**config.mk**
```make
export PLATFORM = sky130hd
export DESIGN_NAME = one_wire_bus_master_core
export DESIGN_NICKNAME = d
export VERILOG_FILES = /design/src/hw/rtl/owbm_pkg.sv /design/src/hw/rtl/one_wire_bus_master_core.sv
export SDC_FILE = /design/constraint.sdc
export NUM_CORES = 1
export LEC_CHECK = 0
export ABC_AREA = 1
export BUFFER_PORTS_ARGS = -buffer_cell sky130_fd_sc_hd__buf_2
export CAP_MARGIN = 0
export CORE_MARGIN = 10
export CORE_UTILIZATION = 55
export CTS_CLUSTER_DIAMETER = 30
export DETAILED_ROUTE_END_ITERATION = 7
export PLACE_DENSITY = 0.77
export SLEW_MARGIN = 20
export SYNTH_ARGS = -nofsm -noshare
export SYNTH_HDL_FRONTEND = slang
export SYNTH_SLANG_ARGS = --single-unit
```
**constraint.sdc**
```tcl
create_clock -name clk -period 3.84 [get_ports clk]
set_input_delay 0.192 -clock clk [delete_from_list [all_inputs] [get_ports clk]]
set_output_delay 0.192 -clock clk [all_outputs]
set_load 0.1 [all_outputs]
```
**src/hw/rtl/owbm_pkg.sv**
```systemverilog
`default_nettype none

package owbm_pkg;

  localparam int TICK_W = 10;
  localparam int PHASE_W = 4;

  localparam int RESET_LOW_TICKS_DEF = 500;
  localparam int PRESENCE_SAMPLE_TICKS_DEF = 80;
  localparam int WRITE_SLOT_TICKS_DEF = 60;
  localparam int READ_RECOVER_TICKS_DEF = 120;

  localparam logic [TICK_W-1:0] RELEASE_CHECK_TICKS = TICK_W'(5);
  localparam logic [TICK_W-1:0] RESET_RECOVER_TICKS = TICK_W'(420);
  localparam logic [TICK_W-1:0] SLOT_LOW_TICKS = TICK_W'(2);
  localparam logic [TICK_W-1:0] WRITE_RELEASE_TICKS = TICK_W'(2);
  localparam logic [TICK_W-1:0] READ_SAMPLE_TICKS = TICK_W'(8);

  localparam logic [1:0] CMD_NONE = 2'd0;
  localparam logic [1:0] CMD_RESET = 2'd1;
  localparam logic [1:0] CMD_WRITE = 2'd2;
  localparam logic [1:0] CMD_READ = 2'd3;

  localparam logic [1:0] STATUS_PRESENT = 2'd0;
  localparam logic [1:0] STATUS_STUCK = 2'd1;
  localparam logic [1:0] STATUS_ABSENT = 2'd2;

  localparam logic [PHASE_W-1:0] PH_IDLE = 4'd0;
  localparam logic [PHASE_W-1:0] PH_RST_LOW = 4'd1;
  localparam logic [PHASE_W-1:0] PH_RST_REL = 4'd2;
  localparam logic [PHASE_W-1:0] PH_RST_PRES = 4'd3;
  localparam logic [PHASE_W-1:0] PH_RST_REC = 4'd4;
  localparam logic [PHASE_W-1:0] PH_WR_LOW = 4'd5;
  localparam logic [PHASE_W-1:0] PH_WR_HOLD = 4'd6;
  localparam logic [PHASE_W-1:0] PH_WR_REL = 4'd7;
  localparam logic [PHASE_W-1:0] PH_RD_LOW = 4'd8;
  localparam logic [PHASE_W-1:0] PH_RD_WAIT = 4'd9;
  localparam logic [PHASE_W-1:0] PH_RD_REC = 4'd10;

  typedef struct packed {
    logic       drive_low;
    logic       busy_res;
    logic       done_res;
    logic [1:0] status;
    logic [7:0] read_result;
    logic       rejected;
  } res_t;

endpackage

`default_nettype wire

```
**src/hw/rtl/one_wire_bus_master_core.sv**
```systemverilog
`default_nettype none

// Single-wire bus master timed in microsecond ticks: each input item is one tick carrying the
// sampled line level and, on an idle tick, an optional command (reset with presence check,
// write byte LSB first, read byte). Every item yields exactly one result item giving the line
// drive, busy, done, reset status, last read byte and a rejected flag for a command that
// arrived while busy. An item is accepted every cycle while the skid entry is empty; its result
// is computed in one pass from the phase registers and goes to the two-entry output buffer: the
// output register, or the skid entry if the output stalls, so the input takes one more item.
module one_wire_bus_master_core
  import owbm_pkg::*;
#(
  parameter int RESET_LOW_TICKS = RESET_LOW_TICKS_DEF,
  parameter int PRESENCE_SAMPLE_TICKS = PRESENCE_SAMPLE_TICKS_DEF,
  parameter int WRITE_SLOT_TICKS = WRITE_SLOT_TICKS_DEF,
  parameter int READ_RECOVER_TICKS = READ_RECOVER_TICKS_DEF
) (
  input  wire logic       clk,
  input  wire logic       rst_n,
  input  wire logic       in_valid,
  output logic            in_ready,
  input  wire logic [1:0] in_command,
  input  wire logic [7:0] in_write_byte,
  input  wire logic       in_line_level,
  output logic            out_valid,
  input  wire logic       out_ready,
  output logic            out_drive_low,
  output logic            out_busy_res,
  output logic            out_done_res,
  output logic [1:0]      out_status,
  output logic [7:0]      out_read_result,
  output logic            out_rejected
);

  localparam logic [TICK_W-1:0] RST_LOW_LEN = TICK_W'(RESET_LOW_TICKS);
  localparam logic [TICK_W-1:0] PRES_LEN = TICK_W'(PRESENCE_SAMPLE_TICKS);
  localparam logic [TICK_W-1:0] WR_SLOT_LEN = TICK_W'(WRITE_SLOT_TICKS);
  localparam logic [TICK_W-1:0] RD_REC_LEN = TICK_W'(READ_RECOVER_TICKS);

  logic [PHASE_W-1:0] phase_r, phase_nxt;
  logic [TICK_W-1:0]  tick_r, tick_nxt;
  logic [2:0]         bit_r, bit_nxt;
  logic [7:0]         shift_r, shift_nxt;
  logic [1:0]         status_r, status_nxt;
  logic [7:0]         rdreg_r, rdreg_nxt;

  res_t res;
  res_t main_r, skid_r;
  logic out_valid_r, skid_valid_r;
  logic accept;

  logic [PHASE_W-1:0] ph;
  logic [TICK_W-1:0]  tick_wrap;
  logic [TICK_W-1:0]  seg_len;
  logic               seg_end;

  assign in_ready = !skid_valid_r;
  assign accept = in_valid && in_ready;

  always_comb begin
    ph = phase_r;
    bit_nxt = bit_r;
    shift_nxt = shift_r;
    tick_nxt = tick_r;
    status_nxt = status_r;
    rdreg_nxt = rdreg_r;
    res = '0;

    if (phase_r != PH_IDLE) begin
      res.rejected = (in_command != CMD_NONE);
    end else if (in_command != CMD_NONE) begin
      bit_nxt = 3'd0;
      tick_nxt = '0;
      case (in_command)
        CMD_RESET: ph = PH_RST_LOW;
        CMD_WRITE: begin
          ph = PH_WR_LOW;
          shift_nxt = in_write_byte;
        end
        default: begin
          ph = PH_RD_LOW;
          shift_nxt = 8'd0;
        end
      endcase
    end

    res.busy_res = (ph != PH_IDLE);

    case (ph)
      PH_RST_LOW:                seg_len = RST_LOW_LEN;
      PH_RST_REL:                seg_len = RELEASE_CHECK_TICKS;
      PH_RST_PRES:               seg_len = PRES_LEN;
      PH_RST_REC:                seg_len = RESET_RECOVER_TICKS;
      PH_WR_LOW, PH_RD_LOW:      seg_len = SLOT_LOW_TICKS;
      PH_WR_HOLD:                seg_len = WR_SLOT_LEN;
      PH_WR_REL:                 seg_len = WRITE_RELEASE_TICKS;
      PH_RD_WAIT:                seg_len = READ_SAMPLE_TICKS;
      PH_RD_REC:                 seg_len = RD_REC_LEN;
      default:                   seg_len = '0;
    endcase

    tick_wrap = tick_nxt + TICK_W'(1);
    seg_end = (tick_wrap >= seg_len);
    phase_nxt = ph;
    tick_nxt = seg_end ? '0 : tick_wrap;

    case (ph)
      PH_RST_LOW: begin
        res.drive_low = 1'b1;
        if (seg_end) phase_nxt = PH_RST_REL;
      end
      PH_RST_REL: begin
        if (seg_end) begin
          if (!in_line_level) begin
            status_nxt = STATUS_STUCK;
            res.done_res = 1'b1;
            phase_nxt = PH_IDLE;
          end else begin
            phase_nxt = PH_RST_PRES;
          end
        end
      end
      PH_RST_PRES: begin
        if (seg_end) begin
          if (in_line_level) begin
            status_nxt = STATUS_ABSENT;
            res.done_res = 1'b1;
            phase_nxt = PH_IDLE;
          end else begin
            phase_nxt = PH_RST_REC;
          end
        end
      end
      PH_RST_REC: begin
        if (seg_end) begin
          status_nxt = STATUS_PRESENT;
          res.done_res = 1'b1;
          phase_nxt = PH_IDLE;
        end
      end
      PH_WR_LOW: begin
        res.drive_low = 1'b1;
        if (seg_end) phase_nxt = PH_WR_HOLD;
      end
      PH_WR_HOLD: begin
        res.drive_low = !shift_nxt[0];
        if (seg_end) phase_nxt = PH_WR_REL;
      end
      PH_WR_REL: begin
        if (seg_end) begin
          shift_nxt = {1'b0, shift_nxt[7:1]};
          if (bit_nxt == 3'd7) begin
            res.done_res = 1'b1;
            phase_nxt = PH_IDLE;
          end else begin
            bit_nxt = bit_nxt + 3'd1;
            phase_nxt = PH_WR_LOW;
          end
        end
      end
      PH_RD_LOW: begin
        res.drive_low = 1'b1;
        if (seg_end) phase_nxt = PH_RD_WAIT;
      end
      PH_RD_WAIT: begin
        if (seg_end) begin
          shift_nxt = {in_line_level, shift_nxt[7:1]};
          phase_nxt = PH_RD_REC;
        end
      end
      PH_RD_REC: begin
        if (seg_end) begin
          if (bit_nxt == 3'd7) begin
            rdreg_nxt = shift_nxt;
            res.done_res = 1'b1;
            phase_nxt = PH_IDLE;
          end else begin
            bit_nxt = bit_nxt + 3'd1;
            phase_nxt = PH_RD_LOW;
          end
        end
      end
      default: begin
        phase_nxt = PH_IDLE;
        tick_nxt = '0;
      end
    endcase

    res.status = status_nxt;
    res.read_result = rdreg_nxt;
  end

  always_ff @(posedge clk) begin
    if (!rst_n) begin
      phase_r <= PH_IDLE;
      tick_r <= '0;
      bit_r <= 3'd0;
      shift_r <= 8'd0;
      status_r <= STATUS_PRESENT;
      rdreg_r <= 8'd0;
    end else if (accept) begin
      phase_r <= phase_nxt;
      tick_r <= tick_nxt;
      bit_r <= bit_nxt;
      shift_r <= shift_nxt;
      status_r <= status_nxt;
      rdreg_r <= rdreg_nxt;
    end
  end

  always_ff @(posedge clk) begin
    if (!rst_n) begin
      out_valid_r <= 1'b0;
      skid_valid_r <= 1'b0;
    end else if (out_ready || !out_valid_r) begin
      if (skid_valid_r) begin
        out_valid_r <= 1'b1;
        skid_valid_r <= 1'b0;
      end else begin
        out_valid_r <= accept;
      end
    end else if (accept) begin
      skid_valid_r <= 1'b1;
    end
  end

  always_ff @(posedge clk) begin
    if (out_ready || !out_valid_r) begin
      if (skid_valid_r) begin
        main_r <= skid_r;
      end else if (accept) begin
        main_r <= res;
      end
    end else if (accept) begin
      skid_r <= res;
    end
  end

  assign out_valid = out_valid_r;
  assign out_drive_low = main_r.drive_low;
  assign out_busy_res = main_r.busy_res;
  assign out_done_res = main_r.done_res;
  assign out_status = main_r.status;
  assign out_read_result = main_r.read_result;
  assign out_rejected = main_r.rejected;

endmodule

`default_nettype wire

```
# After elaboration in Yosys (flattened, before gate mapping)
# Memories as Yosys holds them, arrays and structs flattened.
# Cells that the tools add are included.
dict set report word_totals {
  n_memories 1
  register_bits 65
  inputBits 15
  out_inout_bits 16
  mem_bits_ro 144
}
dict set report classes {
  n_bitwise 2
  eq_ne 13
  n_lt_le_gt_ge 1
  n_mux 55
  n_reduce_logical 15
  addsub 2
}
# memory words word_bits read_ports rd_ports_with_merged_regs wr line_no
set memory_table {}
lappend memory_table {{(name not given)} 16 9 1 0 0 one_wire_bus_master_core.sv:89} ;# case (ph)
# op n
set op_table {}
lappend op_table {{8-bit 2-to-1 mux} 7}
lappend op_table {{4-bit 2-to-1 mux} 13}
lappend op_table {{10-bit 2-to-1 mux} 4}
lappend op_table {{4-bit one-hot mux with 10 select lines} 1}
lappend op_table {{8-bit one-hot mux with 2 select lines} 2}
lappend op_table {{14-bit 2-to-1 mux} 2}
lappend op_table {{3-bit 2-to-1 mux} 7}
lappend op_table {{4-bit by 3-bit == test with 1-bit output (second input constant)} 4}
lappend op_table {{4-bit == test (second input constant)} 3}
lappend op_table {{2-bit 2-to-1 mux} 6}
lappend op_table {{10-bit by 1-bit adder with 10-bit output (second input constant)} 1}
lappend op_table {{10-bit greater-or-equal comparator} 1}
lappend op_table {{10-bit OR reduction} 1}
lappend op_table {{1-bit 2-to-1 mux} 9}
lappend op_table {{4-bit by 2-bit == test with 1-bit output (second input constant)} 2}
lappend op_table {{4-bit one-hot mux with 2 select lines} 1}
lappend op_table {{4-bit nonzero test} 2}
lappend op_table {{2-bit one-hot mux with 3 select lines} 1}
lappend op_table {{4-bit by 1-bit == test with 1-bit output (second input constant)} 1}
lappend op_table {{1-bit one-hot mux with 4 select lines} 1}
lappend op_table {{2-bit AND reduction} 2}
lappend op_table {{2-bit nonzero test} 2}
lappend op_table {{2-bit OR reduction} 2}
lappend op_table {{3-bit by 1-bit adder with 3-bit output (second input constant)} 1}
lappend op_table {{other kinds (9)} 12}

# Logic depth before layout (Yosys ltp)
# An unclocked memory read counts as a cell.
dict set report logic_depth {
  word_depth 10
  depth_mapped 28
  mapped_depth_nobuf 27
}

# Worst setup path after synthesis
# No wires, ideal clock.
dict set report synth_path {
  kind {input to register}
  start {input in_command[0]}
  end {register main_r, in the netlist out_done_res (data pin)}
  slack_ns 0.452
  setup_time_ns 0.259
  t_arrival_ns 3.129
  n_path_buf 3
  required_time_ns 3.581
  path_stages 27
  path_cell_list {inv_1 > ha_1 > inv_1 > nand3_2 > buf_2 > nand2_1 > inv_1 > ha_1 > nand2_1 > nor4_1 > xor2_1 > inv_1 > ha_1 > nand2_1 > nor2_1 > nand2_1 > nand2_1 > nor2_1 > nand2_1 > a21oi_1 > nand2_2 > clkbuf_8 > inv_1 > buf_4 > a21oi_2 > nand2_1 > nand2_1}
}
# element line_no
set synth_rtl {}
lappend synth_rtl {{start, declared} one_wire_bus_master_core.sv:22} ;# input wire logic [1:0] in_command,
lappend synth_rtl {{end signal, assigned} one_wire_bus_master_core.sv:230} ;# main_r <= skid_r;
lappend synth_rtl {{end signal, assigned} one_wire_bus_master_core.sv:232} ;# main_r <= res;
lappend synth_rtl {{end, declared} one_wire_bus_master_core.sv:48} ;# res_t main_r, skid_r;

# Worst setup path after layout
dict set report layout_path {
  start {register phase_r[3]}
  end {register main_r, in the netlist out_read_result[1] (data pin)}
}
dict set report layout_via {
  elab_chain_len 8
  elab_cells_between_ends 16
  cone_classes {add/sub: 1; order compare: 1; eq/ne: 2; mux: 10; reduce/logical: 1; memory: 1}
}
# element line_no
set layout_lines {}
lappend layout_lines {{start, declared} one_wire_bus_master_core.sv:40} ;# logic [PHASE_W-1:0] phase_r, phase_nxt;
lappend layout_lines {{start signal, assigned} one_wire_bus_master_core.sv:202} ;# phase_r <= phase_nxt;
lappend layout_lines {{4-bit nonzero test or 4-bit 2-to-1 mux (tied branches)} {one_wire_bus_master_core.sv:69, one_wire_bus_master_core.sv:71}}
lappend layout_lines {{10-bit 2-to-1 mux, or another cell as far along} one_wire_bus_master_core.sv:69} ;# if (phase_r != PH_IDLE) begin
lappend layout_lines {{10-bit by 1-bit adder with 10-bit output, or another cell as far along} one_wire_bus_master_core.sv:102} ;# tick_wrap = tick_nxt + TICK_W'(1);
lappend layout_lines {{10-bit greater-or-equal comparator or 8-bit 2-to-1 mux (tied branches)} {one_wire_bus_master_core.sv:103, one_wire_bus_master_core.sv:173}}
lappend layout_lines {{8-bit 2-to-1 mux} one_wire_bus_master_core.sv:172} ;# if (seg_end) begin
lappend layout_lines {{8-bit 2-to-1 mux *} one_wire_bus_master_core.sv:107} ;# case (ph)
lappend layout_lines {{named net rdreg_nxt[1]} one_wire_bus_master_core.sv:45} ;# logic [7:0] rdreg_r, rdreg_nxt;
lappend layout_lines {{14-bit 2-to-1 mux *} one_wire_bus_master_core.sv:231} ;# end else if (accept) begin
lappend layout_lines {{14-bit 2-to-1 mux *} one_wire_bus_master_core.sv:229} ;# if (skid_valid_r) begin
# Mark *: on every way through the listed nets, which the timed path passes. The rest lies on a longest branch. The select of a mux whose other input is x is not followed.
# A chain may end at the register's enable or synchronous reset.

==> results.yml <==
outcome:
  status: "complete, no violations"
timing:
  hold_viol_final: 0
  finalSetupViolCount: 0
  tns_ns: 0
  setup_ws_ns: 0.327
  maxSlewViolCount: 0
  tightest_slew_ns: 1.09
  fin_crit_sh: 0.915
  fin_skew_ns: 0.0147
  fmax_mhz: 285
  rsz0062_at_grt: "no"
  fin_crit_ns: 3.51
  maxSlewHeadroom: 0.272
critical_path:
  crit_required_ns: 3.94
  r2r-end: "out_read_result[1]"
  crit_buf_inv: 3
  crit_type: "reg2reg"
  reg2reg_setup_slack_ns: 0.33
  startpoint_type: "flop"
  cpMostUsedCell: "nand2_1"
  crit_arrival_ns: 3.62
  r2r_cells: 24
  slowest_stage: "dfxtp_1"
  end_kind: "flop"
  critPathTopFamily: "simple AND/OR/NAND/NOR gates"
  rr_startpoint: "phase_r[3]"
  crit_fanout: 16
  slowest_delay_ns: 0.34
  path_cells: "nor2_1, nand2_2, inv_2, a31oi_1, buf_4, ha_1, nand2_1, inv_1, a21oi_1, ha_1, nand2_1, nand2_1, nand2_1, nand3_1, nand2_1, nand2_1, a21oi_2, nand2_2, nand2_2, nor2_8, nand2_1, o21ai_2, nand2_1, nand2_1"
place:
  dp_worst_setup_slack_ns: 0.137
  io_buffers: 30
  dp_cells: 633
  gp_congestion: 0.956
  hpwl_mm: 6.76
run:
  cap_violations: 0
layout:
  diodes: 0
  stdcell_count: 651
  synthToLayoutAreaGrowth_pct: 10.8
  fin_util: 0.635
  drive_above_1_share: 0.178
  layout_common_cells: "134 x nand2_1, 78 x inv_1, 46 x a21oi_1"
  final_common_cell: "nand2_1"
  fillers: 615
  nets: 583
yosys:
  ys_types: 42
  synthAdderAreaFrac: 0.0572
  synth_compound_area_frac: 0.167
  synthArstFlopShare: 0
  yosys.area_share.simple: 0.250
  synth_top_family_by_area: "simple AND/OR/NAND/NOR gates"
  synth_seq_area_share: 0.402
  syn_area_sq_mm: 0.00394
  synth_ff_type: "dfxtp_1"
  muxShareOfSynthArea: 0
  syn_area_per_cell_sq_um: 7.60
  synth_xor_xnor_area_share: 0.0111
  synthCells: 518
  synth_edf_count: 28
  yosys_warnings: 0
  synth_nets: 551
  synth_seq_cells: 65
detailed_routing:
  wl_per_cell_um: 14.0
  drt_iter0_drc: 203
  dr.pass1.iters: 4
  via_count: 3490
  drcViolationCount: 0
  via_per_inst: 5.36
  wl_mm: 9.13
  drtAntennaViolNets: 0
clocking:
  clockRootBuffer: "clkbuf_8"
  clock-sinks: 65
  clk_latency_ns: 0.35
  htree_levels: 3
  cts_tree: "built"
  cts_inserted_buffers: 9
  holdBufCountCts: 0
  clk_pin_slew_ns: 0.08
  clk_path_buf_depth: 2
grt:
  grt_max_degree: 47
  grtUsageTotal: 0.165
  grt_pass1_wl_mm: 15.3
  grt_pass1_vias: 3322
  grt_antenna_before_repair: 0
  grt_overflow_total: 0
pwr:
  peakVddDrop_mv: 0.329
  powerDensity_mw_per_mm2: 656
  p_leak_nw: 2.06
die:
  ios: 31
  die_w_um: 105
  die_area_sq_mm: 0.0109
  rows: 30
  die_h_um: 105
  start_util: 0.573
  core_area_sq_mm: 0.00687
min_path:
  whs_path_depth: 3
  min-delay-start: "in_valid"
  hold_class: "in2reg"
  hold_end: "out_valid"
## metrics by stage
stage               hold slack [ns]  total power [mW]  cell area [sq um]
detailed placement            0.455              2.21               4140
floorplan                     0.309              1.94               3940
global placement              0.452              2.21               4140
global route                  0.168              3.05               4360
finish                        0.154              2.86               4360
CTS                           0.133              2.81               4340
## synthesized netlist by cell type, types with 5 or more instances
library cell,number,area [sq um]
edfxtp_1,28,841
a32oi_1,8,70.1
nand4_1,17,106
nand2_2,9,56.3
inv_1,78,293
o21ai_0,25,125
o21ai_1,7,35.0
dfxtp_1,37,741
a21oi_1,47,235
clkbuf_1,7,26.3
nand3_1,11,55.1
nor2_1,27,101
o21ai_2,10,87.6
inv_2,6,22.5
ha_1,18,225
nand2_1,133,499
nor2_2,5,31.3
## report_power, final
part / switching, mW / internal, mW
sequential: 0.0270 / 0.800
clock: 0.291 / 0.305
combinational: 1.02 / 0.414
## sequential cells by signal (all words and copies together), names as in the netlist, 2 cells and up
register         cells
skid_r              14
out_status           2
status_r             2
shift_r              8
phase_r              4
rdreg_r              8
tick_r              10
out_read_result      8
bit_r                3
## worst min-delay path: cells and delay by family
| family | cells | cell delay (ns) |
|---|---|---|
| buffers and inverters | 1 | 0.09 |
| AND/OR/NAND/NOR | 1 | 0.06 |
| AO/OA/AOI/OAI | 1 | 0.13 |
## cells by family (layout without fill, tap and decap cells)
family	after synthesis	count (layout)
XOR/XNOR	5	5
adder cells (fa/ha/maj)	18	18
buffers and inverters	103	139
AO/OA/AOI/OAI	111	111
flip-flops	65	65
AND/OR/NAND/NOR	216	217
## area by class of cell
cell class	instances	area [sq um]	share of cell area
Clock inverter	7	77.6	0.0178
Timing Repair Buffer	39	218	0.0499
Clock buffer	9	124	0.0284
Tap cell	96	120	0.0275
Sequential cell	65	1580	0.362
Inverter	84	315	0.0722
Multi-Input combinational cell	351	1930	0.442
## how the worst max path moves through the flow
stage | startpoint | end | slack [ns] | cells past startpoint
final | phase_r[3] | out_read_result[1] | 0.33 | 24
after global routing | phase_r[3] | rdreg_r[6] | 0.04 | 24
after CTS | phase_r[3] | out_read_result[1] | 0.23 | 24
after detailed placement | in_command[0] | out_read_result[4] | 0.14 | 27
after global placement | in_command[0] | out_read_result[4] | 0.23 | 26
after floorplan | in_command[0] | out_done_res | 0.45 | 27
## what timing repair did
action,4_1_cts,5_1_grt
buffers inserted,0,1
gates resized for setup,0,2
endpoints found under the setup margin,0,39
## metal layers
metal  up-vias  track usage  part of all wire
li1       1773            -                 -
met1      1580        0.209              0.45
met2       121        0.261              0.46
met3        16       0.0448             0.067
met4         0       0.0637             0.020
met5         -            0                 0
Power figures use the tool's default switching activity.
